===== src/hk_pkg.sv =====
// Shared types, character codes and name matching for the hotkey report block.
`default_nettype none
package hk_pkg;

	localparam int unsigned NAME_CHARS = 16;  // longest key or modifier name
	localparam int unsigned OUT_SLOTS  = 6;   // key slots shown on the report

	localparam logic [7:0] CH_PLUS  = 8'h2B;
	localparam logic [7:0] CH_SPACE = 8'h20;
	localparam logic [7:0] CH_UNDER = 8'h5F;
	localparam logic [7:0] CH_HYPH  = 8'h2D;
	localparam logic [7:0] CH_UP_A  = 8'h41;
	localparam logic [7:0] CH_UP_Z  = 8'h5A;
	localparam logic [7:0] CH_LO_A  = 8'h61;
	localparam logic [7:0] CH_LO_Z  = 8'h7A;
	localparam logic [7:0] CH_LO_F  = 8'h66;
	localparam logic [7:0] CH_0     = 8'h30;
	localparam logic [7:0] CH_1     = 8'h31;
	localparam logic [7:0] CH_9     = 8'h39;

	localparam logic [7:0] USE_A      = 8'h04;
	localparam logic [7:0] USE_1      = 8'h1E;
	localparam logic [7:0] USE_0      = 8'h27;
	localparam logic [7:0] USE_ENTER  = 8'h28;
	localparam logic [7:0] USE_ESC    = 8'h29;
	localparam logic [7:0] USE_BKSP   = 8'h2A;
	localparam logic [7:0] USE_TAB    = 8'h2B;
	localparam logic [7:0] USE_SPACE  = 8'h2C;
	localparam logic [7:0] USE_F1     = 8'h3A;
	localparam logic [7:0] USE_RIGHT  = 8'h4F;
	localparam logic [7:0] USE_LEFT   = 8'h50;
	localparam logic [7:0] USE_DOWN   = 8'h51;
	localparam logic [7:0] USE_UP     = 8'h52;

	localparam logic [7:0] MOD_LCTRL  = 8'h01;
	localparam logic [7:0] MOD_LSHIFT = 8'h02;
	localparam logic [7:0] MOD_LALT   = 8'h04;
	localparam logic [7:0] MOD_LGUI   = 8'h08;
	localparam logic [7:0] MOD_RCTRL  = 8'h10;
	localparam logic [7:0] MOD_RSHIFT = 8'h20;
	localparam logic [7:0] MOD_RALT   = 8'h40;
	localparam logic [7:0] MOD_RGUI   = 8'h80;

	// Current token as seen after the beat's character is appended.
	typedef struct packed {
		logic [NAME_CHARS-1:0][7:0] chars;    // first NAME_CHARS bytes
		logic [4:0]                 len;      // exact while not long_tok
		logic                       long_tok; // longer than any name
		logic                       empty;
		logic                       overflow;
		logic                       f_lead;   // first byte is 'f'
		logic                       f_digits; // every later byte is a digit
		logic [3:0]                 f_num;    // decimal value, saturated at 13
	} tok_view_t;

	typedef struct packed {
		logic       is_fn;
		logic [7:0] mods;
		logic [7:0] usage;
	} match_t;

	typedef struct packed {
		logic                      rvalid;
		logic [7:0]                mods;
		logic [7:0]                primary;
		logic [OUT_SLOTS-1:0][7:0] slots;
	} report_t;

	// nm holds a string literal, right justified, of n characters.
	function automatic logic name_is(input tok_view_t t,
			input logic [8*NAME_CHARS-1:0] nm, input int unsigned n);
		logic ok;
		ok = !t.long_tok && (t.len == 5'(n));
		for (int unsigned i = 0; i < NAME_CHARS; i++) begin
			if (i < n) begin
				ok = ok && (t.chars[i] == nm[8*(n-1-i) +: 8]);
			end
		end
		return ok;
	endfunction

endpackage
`default_nettype wire


===== src/hk_token.sv =====
// Token buffer: holds the current token and running F-key digit state.
`default_nettype none
module hk_token #(
	parameter int unsigned MAX_TOKEN_LEN = 16
) (
	input  wire logic              clk,
	input  wire logic              arst_n,
	input  wire logic              adv,     // beat in stage 1 is consumed
	input  wire logic              app,     // beat carries a token byte
	input  wire logic              finish,  // token ends on this beat
	input  wire logic [7:0]        char_in,
	output hk_pkg::tok_view_t      view
);
	import hk_pkg::*;

	localparam int unsigned LW = $clog2(MAX_TOKEN_LEN + 1);

	logic [NAME_CHARS-1:0][7:0] chars_q;
	logic [LW-1:0]              len_q;
	logic                       ovf_q;
	logic                       f_lead_q;
	logic                       f_dig_q;
	logic [3:0]                 f_num_q;

	logic [7:0]    lc;
	logic          fits;
	logic          is_dig;
	logic [7:0]    acc;
	logic [LW-1:0] len_v;
	logic          f_lead_v;
	logic          f_dig_v;
	logic [3:0]    f_num_v;

	always_comb begin
		lc = char_in;
		if (char_in >= CH_UP_A && char_in <= CH_UP_Z) begin
			lc = char_in | 8'h20;
		end
		fits   = app && (len_q != LW'(MAX_TOKEN_LEN));
		is_dig = (lc >= CH_0) && (lc <= CH_9);
		acc    = {4'b0, f_num_q} * 8'd10 + (lc - CH_0);

		len_v    = len_q + LW'(fits);
		f_lead_v = f_lead_q;
		f_dig_v  = f_dig_q;
		f_num_v  = f_num_q;
		if (fits) begin
			if (len_q == '0) begin
				f_lead_v = (lc == CH_LO_F);
				f_dig_v  = 1'b1;
				f_num_v  = '0;
			end else begin
				f_dig_v = f_dig_q && is_dig;
				if (is_dig) begin
					f_num_v = (acc > 8'd13) ? 4'd13 : acc[3:0];
				end
			end
		end

		for (int unsigned i = 0; i < NAME_CHARS; i++) begin
			view.chars[i] = (fits && len_q == LW'(i)) ? lc : chars_q[i];
		end
		view.len      = len_v[4:0];
		view.long_tok = (len_v > LW'(NAME_CHARS));
		view.empty    = (len_v == '0);
		view.overflow = ovf_q || (app && !fits);
		view.f_lead   = f_lead_v;
		view.f_digits = f_dig_v;
		view.f_num    = f_num_v;
	end

	always_ff @(posedge clk) begin
		for (int unsigned i = 0; i < NAME_CHARS; i++) begin
			if (adv && fits && len_q == LW'(i)) begin
				chars_q[i] <= lc;
			end
		end
	end

	always_ff @(posedge clk or negedge arst_n) begin
		if (!arst_n) begin
			len_q    <= '0;
			ovf_q    <= 1'b0;
			f_lead_q <= 1'b0;
			f_dig_q  <= 1'b0;
			f_num_q  <= '0;
		end else if (adv) begin
			if (finish) begin
				len_q <= '0;
				ovf_q <= 1'b0;
			end else begin
				len_q <= len_v;
				ovf_q <= view.overflow;
			end
			f_lead_q <= f_lead_v;
			f_dig_q  <= f_dig_v;
			f_num_q  <= f_num_v;
		end
	end

endmodule
`default_nettype wire


===== src/hk_match.sv =====
// Token decoder: fn names, modifier names and key names to HID codes.
`default_nettype none
module hk_match (
	input  wire hk_pkg::tok_view_t view,
	output hk_pkg::match_t         mt
);
	import hk_pkg::*;

	logic [7:0] c0;

	always_comb begin
		c0 = view.chars[0];
		mt.is_fn = name_is(view, "fn", 2) || name_is(view, "function", 8);

		if (name_is(view, "ctrl", 4) || name_is(view, "control", 7) ||
				name_is(view, "commandorcontrol", 16) ||
				name_is(view, "leftctrl", 8) || name_is(view, "leftcontrol", 11)) begin
			mt.mods = MOD_LCTRL;
		end else if (name_is(view, "shift", 5) || name_is(view, "leftshift", 9)) begin
			mt.mods = MOD_LSHIFT;
		end else if (name_is(view, "alt", 3) || name_is(view, "option", 6) ||
				name_is(view, "leftalt", 7) || name_is(view, "leftoption", 10)) begin
			mt.mods = MOD_LALT;
		end else if (name_is(view, "meta", 4) || name_is(view, "gui", 3) ||
				name_is(view, "cmd", 3) || name_is(view, "command", 7) ||
				name_is(view, "leftmeta", 8) || name_is(view, "leftgui", 7) ||
				name_is(view, "leftcmd", 7) || name_is(view, "leftcommand", 11)) begin
			mt.mods = MOD_LGUI;
		end else if (name_is(view, "rightctrl", 9) || name_is(view, "rightcontrol", 12)) begin
			mt.mods = MOD_RCTRL;
		end else if (name_is(view, "rightshift", 10)) begin
			mt.mods = MOD_RSHIFT;
		end else if (name_is(view, "altgr", 5) || name_is(view, "rightalt", 8) ||
				name_is(view, "rightoption", 11)) begin
			mt.mods = MOD_RALT;
		end else if (name_is(view, "rightmeta", 9) || name_is(view, "rightgui", 8) ||
				name_is(view, "rightcmd", 8) || name_is(view, "rightcommand", 12)) begin
			mt.mods = MOD_RGUI;
		end else begin
			mt.mods = '0;
		end

		mt.usage = '0;
		if (!view.long_tok && view.len == 5'd1 && c0 >= CH_LO_A && c0 <= CH_LO_Z) begin
			mt.usage = USE_A + (c0 - CH_LO_A);
		end else if (!view.long_tok && view.len == 5'd1 && c0 >= CH_1 && c0 <= CH_9) begin
			mt.usage = USE_1 + (c0 - CH_1);
		end else if (!view.long_tok && view.len == 5'd1 && c0 == CH_0) begin
			mt.usage = USE_0;
		end else if (name_is(view, "enter", 5) || name_is(view, "return", 6)) begin
			mt.usage = USE_ENTER;
		end else if (name_is(view, "escape", 6) || name_is(view, "esc", 3)) begin
			mt.usage = USE_ESC;
		end else if (name_is(view, "backspace", 9)) begin
			mt.usage = USE_BKSP;
		end else if (name_is(view, "tab", 3)) begin
			mt.usage = USE_TAB;
		end else if (name_is(view, "space", 5) || name_is(view, "spacebar", 8)) begin
			mt.usage = USE_SPACE;
		end else if (name_is(view, "arrowright", 10) || name_is(view, "right", 5)) begin
			mt.usage = USE_RIGHT;
		end else if (name_is(view, "arrowleft", 9) || name_is(view, "left", 4)) begin
			mt.usage = USE_LEFT;
		end else if (name_is(view, "arrowdown", 9) || name_is(view, "down", 4)) begin
			mt.usage = USE_DOWN;
		end else if (name_is(view, "arrowup", 7) || name_is(view, "up", 2)) begin
			mt.usage = USE_UP;
		end else if ((view.long_tok || view.len >= 5'd2) && view.f_lead && view.f_digits &&
				view.f_num >= 4'd1 && view.f_num <= 4'd12) begin
			mt.usage = USE_F1 + {4'b0, view.f_num - 4'd1};
		end
	end

endmodule
`default_nettype wire


===== src/hk_report.sv =====
// Report builder: modifier mask, key slots, reject flag and result register.
`default_nettype none
module hk_report #(
	parameter int unsigned KEY_SLOTS = 6
) (
	input  wire logic              clk,
	input  wire logic              arst_n,
	input  wire logic              adv,
	input  wire logic              last,
	input  wire logic              finish,
	input  wire hk_pkg::tok_view_t view,
	input  wire hk_pkg::match_t    mt,
	input  wire logic              out_stall,
	output logic                   out_valid,
	output hk_pkg::report_t        rpt
);
	import hk_pkg::*;

	localparam int unsigned NSHOW = (KEY_SLOTS < OUT_SLOTS) ? KEY_SLOTS : OUT_SLOTS;

	logic [7:0]                mod_q;
	logic [KEY_SLOTS-1:0][7:0] slots_q;
	logic [7:0]                first_q;
	logic                      saw_q;
	logic                      fail_q;
	logic                      out_valid_q;
	report_t                   rpt_q;

	logic [7:0]                mod_n;
	logic [KEY_SLOTS-1:0][7:0] slots_n;
	logic [7:0]                first_n;
	logic                      saw_n;
	logic                      fail_n;
	logic                      dup;
	logic                      placed;
	logic                      ok;
	report_t                   rpt_n;

	always_comb begin
		mod_n   = mod_q;
		slots_n = slots_q;
		first_n = first_q;
		saw_n   = saw_q;
		fail_n  = fail_q;
		dup     = 1'b0;
		placed  = 1'b0;
		for (int unsigned i = 0; i < KEY_SLOTS; i++) begin
			dup = dup || (slots_q[i] == mt.usage);
		end
		if (finish && (!view.empty || view.overflow)) begin
			saw_n = 1'b1;
			if (!fail_q) begin
				if (view.overflow || mt.is_fn) begin
					fail_n = 1'b1;
				end else if (mt.mods != '0) begin
					mod_n = mod_q | mt.mods;
				end else if (mt.usage == '0 || dup) begin
					fail_n = 1'b1;
				end else begin
					// slots fill in order and are never freed mid-string
					for (int unsigned i = 0; i < KEY_SLOTS; i++) begin
						if (!placed && slots_q[i] == '0) begin
							slots_n[i] = mt.usage;
							placed     = 1'b1;
						end
					end
					if (!placed) begin
						fail_n = 1'b1;
					end else if (first_q == '0) begin
						first_n = mt.usage;
					end
				end
			end
		end

		ok    = !fail_n && saw_n && (mod_n != '0 || first_n != '0);
		rpt_n = '0;
		if (ok) begin
			rpt_n.rvalid  = 1'b1;
			rpt_n.mods    = mod_n;
			rpt_n.primary = first_n;
			for (int unsigned i = 0; i < NSHOW; i++) begin
				rpt_n.slots[i] = slots_n[i];
			end
		end
	end

	always_ff @(posedge clk or negedge arst_n) begin
		if (!arst_n) begin
			mod_q       <= '0;
			slots_q     <= '0;
			first_q     <= '0;
			saw_q       <= 1'b0;
			fail_q      <= 1'b0;
			out_valid_q <= 1'b0;
		end else begin
			if (adv) begin
				if (last) begin
					mod_q   <= '0;
					slots_q <= '0;
					first_q <= '0;
					saw_q   <= 1'b0;
					fail_q  <= 1'b0;
				end else begin
					mod_q   <= mod_n;
					slots_q <= slots_n;
					first_q <= first_n;
					saw_q   <= saw_n;
					fail_q  <= fail_n;
				end
			end
			if (adv && last) begin
				out_valid_q <= 1'b1;
			end else if (!out_stall) begin
				out_valid_q <= 1'b0;
			end
		end
	end

	always_ff @(posedge clk) begin
		if (adv && last) begin
			rpt_q <= rpt_n;
		end
	end

	assign out_valid = out_valid_q;
	assign rpt       = rpt_q;

	a_fail_saw: assert property (@(posedge clk) disable iff (!arst_n)
		fail_q |-> saw_q)
		else $error("reject flag set with no token seen");

	a_first_slot0: assert property (@(posedge clk) disable iff (!arst_n)
		first_q == slots_q[0])
		else $error("primary key differs from slot 0");

	a_zero_report: assert property (@(posedge clk) disable iff (!arst_n)
		(out_valid_q && !rpt_q.rvalid) |->
			(rpt_q.mods == '0 && rpt_q.primary == '0 && rpt_q.slots == '0))
		else $error("invalid report carries nonzero fields");

endmodule
`default_nettype wire


===== src/hotkey_text_to_hid_report.sv =====
// Top level: input register, token buffer, decoder and report builder.
`default_nettype none
// Parses a hotkey string such as "Ctrl+Shift+A", one byte per beat, and gives
// one HID boot keyboard report on the beat marked is_last (no_char marks a
// beat with no byte). Throughput is one character per clock: each beat is
// captured in an input register, from which a single pass of token decode,
// modifier merge and slot placement updates the parse state and, on the last
// beat, loads the result register that drives result_valid. The input side
// stalls only while a last beat waits for a result register that still
// holds an untaken report.
module hotkey_text_to_hid_report #(
	parameter int unsigned MAX_TOKEN_LEN = 16,
	parameter int unsigned KEY_SLOTS     = 6
) (
	input  wire logic       clk,
	input  wire logic       arst_n,
	input  wire logic       item_valid,
	output logic            item_stall,
	input  wire logic [7:0] text_char,
	input  wire logic       is_last,
	input  wire logic       no_char,
	output logic            result_valid,
	input  wire logic       result_stall,
	output logic            report_valid,
	output logic [7:0]      modifier_bits,
	output logic [7:0]      primary_keycode,
	output logic [7:0]      key_slot_0,
	output logic [7:0]      key_slot_1,
	output logic [7:0]      key_slot_2,
	output logic [7:0]      key_slot_3,
	output logic [7:0]      key_slot_4,
	output logic [7:0]      key_slot_5
);
	import hk_pkg::*;

	logic       valid_s1;
	logic [7:0] char_s1;
	logic       last_s1;
	logic       nochar_s1;

	logic      adv;
	logic      accept;
	logic      plus;
	logic      app;
	logic      finish;
	tok_view_t view;
	match_t    mt;
	report_t   rpt;

	assign adv        = valid_s1 && (!last_s1 || !result_valid || !result_stall);
	assign item_stall = valid_s1 && !adv;
	assign accept     = item_valid && !item_stall;

	assign plus   = !nochar_s1 && (char_s1 == CH_PLUS);
	assign app    = !nochar_s1 && !plus && (char_s1 != CH_SPACE) &&
		(char_s1 != CH_UNDER) && (char_s1 != CH_HYPH);
	assign finish = plus || last_s1;

	always_ff @(posedge clk or negedge arst_n) begin
		if (!arst_n) begin
			valid_s1 <= 1'b0;
		end else if (accept) begin
			valid_s1 <= 1'b1;
		end else if (adv) begin
			valid_s1 <= 1'b0;
		end
	end

	always_ff @(posedge clk) begin
		if (accept) begin
			char_s1   <= text_char;
			last_s1   <= is_last;
			nochar_s1 <= no_char;
		end
	end

	hk_token #(
		.MAX_TOKEN_LEN(MAX_TOKEN_LEN)
	) u_token (
		.clk    (clk),
		.arst_n (arst_n),
		.adv    (adv),
		.app    (app),
		.finish (finish),
		.char_in(char_s1),
		.view   (view)
	);

	hk_match u_match (
		.view(view),
		.mt  (mt)
	);

	hk_report #(
		.KEY_SLOTS(KEY_SLOTS)
	) u_report (
		.clk      (clk),
		.arst_n   (arst_n),
		.adv      (adv),
		.last     (last_s1),
		.finish   (adv && finish),
		.view     (view),
		.mt       (mt),
		.out_stall(result_stall),
		.out_valid(result_valid),
		.rpt      (rpt)
	);

	assign report_valid    = rpt.rvalid;
	assign modifier_bits   = rpt.mods;
	assign primary_keycode = rpt.primary;
	assign key_slot_0      = rpt.slots[0];
	assign key_slot_1      = rpt.slots[1];
	assign key_slot_2      = rpt.slots[2];
	assign key_slot_3      = rpt.slots[3];
	assign key_slot_4      = rpt.slots[4];
	assign key_slot_5      = rpt.slots[5];

	a_stall_cause: assert property (@(posedge clk) disable iff (!arst_n)
		item_stall |-> (valid_s1 && last_s1 && result_valid && result_stall))
		else $error("input stalled without a waiting last beat");

endmodule
`default_nettype wire

===== config.mk =====
export PLATFORM = sky130hd
export DESIGN_NAME = hotkey_text_to_hid_report
export DESIGN_NICKNAME = d
export VERILOG_FILES = /design/src/hk_pkg.sv /design/src/hk_token.sv /design/src/hk_match.sv /design/src/hk_report.sv /design/src/hotkey_text_to_hid_report.sv
export SDC_FILE = /design/constraint.sdc
export NUM_CORES = 1
export LEC_CHECK = 0
export ABC_CLOCK_PERIOD_IN_PS = 10500
export BUFFER_PORTS_ARGS = -buffer_cell sky130_fd_sc_hd__buf_2
export CORE_UTILIZATION = 35
export CTS_BUF_LIST = sky130_fd_sc_hd__clkbuf_8
export DETAILED_ROUTE_END_ITERATION = 8
export GPL_TIMING_DRIVEN = 0
export PLACE_DENSITY_LB_ADDON = 0.2
export SLEW_MARGIN = 20
export SYNTH_ARGS = -nofsm -noshare
export SYNTH_HDL_FRONTEND = slang
export SYNTH_SLANG_ARGS = --single-unit

===== constraint.sdc =====
create_clock -name clk -period 10.5 [get_ports clk]
set_clock_uncertainty 0.15 [all_clocks]
set_input_delay 3.15 -clock clk [delete_from_list [all_inputs] [get_ports clk]]
set_output_delay 3.15 -clock clk [all_outputs]
set_load 0.03 [all_outputs]

==> flow_results.org <==
** Outcome
- The run finished with clean final reports.

** Synth
- Flop and latch count out of synthesis :: 283
- Counting flops with a built-in enable in the synthesized netlist gives 203.
- After technology mapping, the gate count stands at 2116.
- For this run, the register share of the synthesized area comes to 41.7%.
- The Yosys step of the flow raised 0 warnings.
- Among all flip-flop cells after synthesis, the most frequent one is edfxtp_1.
- The average instance in the mapped netlist occupies 9.18 um2.
- Of all flip-flops after synthesis, the portion carrying an async set or reset was 28.3%.
- In this run the cell area of the synthesized design comes to 0.0194 mm2.
- Counting every net in the synthesized netlist gives 2159.
- Number of distinct library cell variants in the gate-level netlist after synthesis :: 129

** Route
- The detail route stage leaves a number of antenna-violating nets equal to 0.
- Routed length per instance :: 32.7 um
- Total length of routed wires :: 99600 um
- Number of DRC markers in iteration 0 :: 2506
- Vias post-DR :: 19700
- Post-detailed-route DRC marker count :: 0
- Vias per std cell :: 6.46
- For this run, the detailed router's first-pass iteration total came to 6.

** Layout
- Fill cells in the final layout number 5491.
- Summing all flip-flop and latch instances after layout gives 0.00810 mm2.
- Fin util :: 40.7%
- For this run, the number of standard cells in the final layout without fillers is 3049.
- Leaving out fill and tap cells, the most frequent cell in the layout is nor2_1.
- In the layout the commonest cells are 208 x nor2_1, 203 x edfxtp_1, 172 x nand2_1.
- Relative to the synthesized area, the layout overhead comes to 13.9%.
- The multi-input combinational cells in the finished layout cover a total of 0.0107 mm2.
- Layout cell share with drive strength beyond 1 :: 14.5%
- At the end of the flow, the number of nets in the layout was 2312.

** Critical path
- Startpoint class of the critical path :: flop
- For this run, the slowest stage of the critical path takes 0.64 ns.
- STA puts the critical path data arrival time at 10.39 ns.
- For the worst setup path, the data required time is 10.73 ns.
- The endpoint identified for the worst register-to-register timing path is u_report.rpt[17].
- Tracing the worst setup path back leads to its startpoint at char_s1[6].
- Number of cells on the worst reg-to-reg path :: 28
- Setup slack on the worst reg-to-reg path comes out at 0.33 ns.
- STA classifies the critical path endpoint as a flop.
- In this run the critical register-to-register path is launched from char_s1[6].
- The critical path is of the flop to flop type.
- On the critical path, the stage with the largest delay is an instance of a21oi_1.
- Maximum net fanout on the critical path :: 13
- In this run the worst setup path terminates at u_report.rpt[17].

** Global routing
- Vias in the first global route :: 18500
- Total global-route track usage :: 35.0%
- Grt total ovfl :: 0
- Maximum number of pins on one net before global-route repair :: 55
- The first global-routing pass estimated 139000 um of wire.
- Antenna violations before repair :: 1

** Worst hold path
- Min-delay worst type :: flop to flop

** Placed design
- HPWL reported at the end of detailed placement :: 80400 um
- Buffers placed on the I/O ports in this run total 80.
- Including well taps, the total number of placed cells is 2946.
- Weighted congestion reported at the end of routability-driven placement :: 1.03

** STA
- The max-slew violation count was 0.
- RSZ-0062 raised after global routing :: no
- Timing-limited maximum frequency :: 0.0983 GHz
- Worst slew margin :: 15.9%
- Setup violations remaining at the end of the flow were counted as 0.
- Transition time at the pin with the least slew margin :: 1.26 ns
- The count of endpoints failing hold in the final timing report is 0.
- Summed negative setup slack over all endpoints :: 0 ns
- For the finished layout, the period the worst path requires is 10.17 ns.
- The final critical path takes up 96.8% of the cycle.

** Clock network
- Number of buffers inserted during clock tree synthesis :: 48
- TritonCTS sink count :: 283
- CTS tree :: built
- Counting along the longest clock path gives a buffer depth of 3.
- The number of hold buffers added after CTS was 0.
- In this run the number of H-tree levels came out at 2.
- The cell sitting at the root of the clock tree is a clkbuf_8.
- CTS clock-pin slew for the worst setup and hold paths :: 0.06 ns
- The clock reaches the later pin of the worst-skew pair after 0.65 ns.

** Die
- Die area :: 0.0565 mm2
- During I/O placement, the number of pins put on the boundary was 81.
- Die Span X :: 238 um
- The region available for standard cell placement spans 0.0543 mm2.
- The floorplan has 85 rows.
- Starting density of the core :: 35.8%
- Die Height :: 238 um

** Power
- For this design the static power due to leakage is 7.76 nW.
- Power Dens Cells :: 130 mW/mm2
- Worst ir drop on vdd :: 0.110 mV

** Job
- # Max-Cap Violations :: 0
[area by class of cell]
cell class	instances	share of cell area (%)
Clock inverter	37	1.03
Buffer	103	2.46
Clock buffer	53	3.29
Timing Repair Buffer	103	3.35
Tap cell	739	4.18
Inverter	59	1.00
Antenna cell	1	0.0113
Multi-Input combinational cell	1671	48.1
Sequential cell	283	36.6
[sequential cells by signal, summed over array words and instances (netlist names), 4 cells and up]
name,flops
u_report.slots_q,48
u_token.chars_q,128
char_s1,8
u_report.first_q,8
u_token.len_q,5
u_report.rpt,65
u_report.mod_q,8
u_token.f_num_q,4
[cell usage after synthesis, types with 11 or more instances]
cell type / instances / share of area (%)
nor2_1: 209 / 4.0
edfxtp_1: 203 / 31
nand2_1: 172 / 3.3
a21oi_1: 131 / 3.4
nor3_1: 118 / 3.0
nand3_1: 111 / 2.9
o21ai_0: 93 / 2.4
dfrtp_1: 80 / 10
inv_1: 59 / 1.1
clkbuf_1: 56 / 1.1
nor4_1: 55 / 1.8
nand4_1: 52 / 1.7
nor2b_1: 36 / 1.2
nand2b_1: 33 / 1.1
ha_1: 27 / 1.7
o21ai_1: 26 / 0.67
buf_2: 25 / 0.64
and3_1: 24 / 0.77
and2_1: 23 / 0.74
nand3b_1: 23 / 0.89
or4_1: 23 / 0.89
a211oi_1: 22 / 0.85
or3_1: 22 / 0.71
o22ai_1: 21 / 0.68
xnor2_1: 21 / 0.95
o211ai_1: 20 / 0.77
nor3b_1: 19 / 0.73
nand4b_1: 18 / 0.81
a22oi_1: 17 / 0.66
o2111ai_1: 17 / 0.77
or2_2: 17 / 0.55
a21o_1: 15 / 0.58
a41oi_1: 14 / 0.63
mux2i_1: 14 / 0.72
buf_6: 12 / 0.70
o31ai_1: 11 / 0.42
[stage by stage]
step                      worst slack, ns  instance area [um2]  total power (W)  hold slack, ns
after CTS                          0.0378                22000          0.00287           0.374
final                               0.332                22100          0.00287           0.373
after detailed placement          -0.0772                21000          0.00186           0.359
after global routing               0.0646                22100          0.00297           0.402
after floorplan                      3.47                19400          0.00162           0.325
after global placement             -0.980                20800          0.00185           0.348
[power by group]
| part | switching (W) | internal, W |
|---|---|---|
| combinational | 0.000469 | 0.000166 |
| clock | 0.000477 | 0.000519 |
| sequential | 0.0000154 | 0.00122 |
[per-layer routing]
layer | track usage [%] | wire, um | part of all wire, % | vias up
li1 | - | - | - | 8518
met1 | 47.3 | 42000 | 42 | 9785
met2 | 53.5 | 43800 | 44 | 1136
met3 | 6.47 | 8550 | 8.6 | 246
met4 | 17.3 | 5320 | 5.3 | 0
met5 | 0 | 0 | 0 | -
[critical path, delay by kind of cell, from the launching register on]
| family | cells | cell delay (ns) |
|---|---|---|
| AO/OA/AOI/OAI | 9 | 3.42 |
| AND/OR/NAND/NOR | 10 | 3.26 |
| buffers and inverters | 6 | 1.27 |
| adder cells (fa/ha/maj) | 2 | 0.66 |
| XOR/XNOR | 1 | 0.62 |
| flip-flops | 1 | 0.50 |
[worst min-delay path by stage]
| stage | from | endpoint | slack [ns] | cells after the start |
|---|---|---|---|---|
| after CTS | u_report.saw_q | u_report.saw_q | 0.37 | 2 |
| final | u_report.saw_q | u_report.saw_q | 0.37 | 2 |
| after detailed placement | u_token.f_dig_q | u_token.f_dig_q | 0.36 | 2 |
| after floorplan | u_token.f_dig_q | u_token.f_dig_q | 0.32 | 2 |
| after global routing | u_report.out_valid | u_report.out_valid | 0.40 | 2 |
| after global placement | u_token.f_dig_q | u_token.f_dig_q | 0.35 | 2 |
[repair_timing]
action / CTS / global route
resized for setup: 0 / 4
cloned: 0 / 0
setup endpoints to repair: 24 / 82
pin swaps: 0 / 1
buffers inserted: 6 / 6
[cells by family (layout without fill, tap and decap cells)]
logic type,count (synthesis),after routing,synth area share [%]
simple gates,1044,1044,29.5
compound gates,549,549,20.5
flops,283,283,41.7
buf+inv,162,355,3.91
fa+ha+maj,29,29,1.94
xor+xnor,27,27,1.26
mux,22,22,1.18
other cells,0,1,0
No activity file was read; power rests on OpenSTA's default activity.
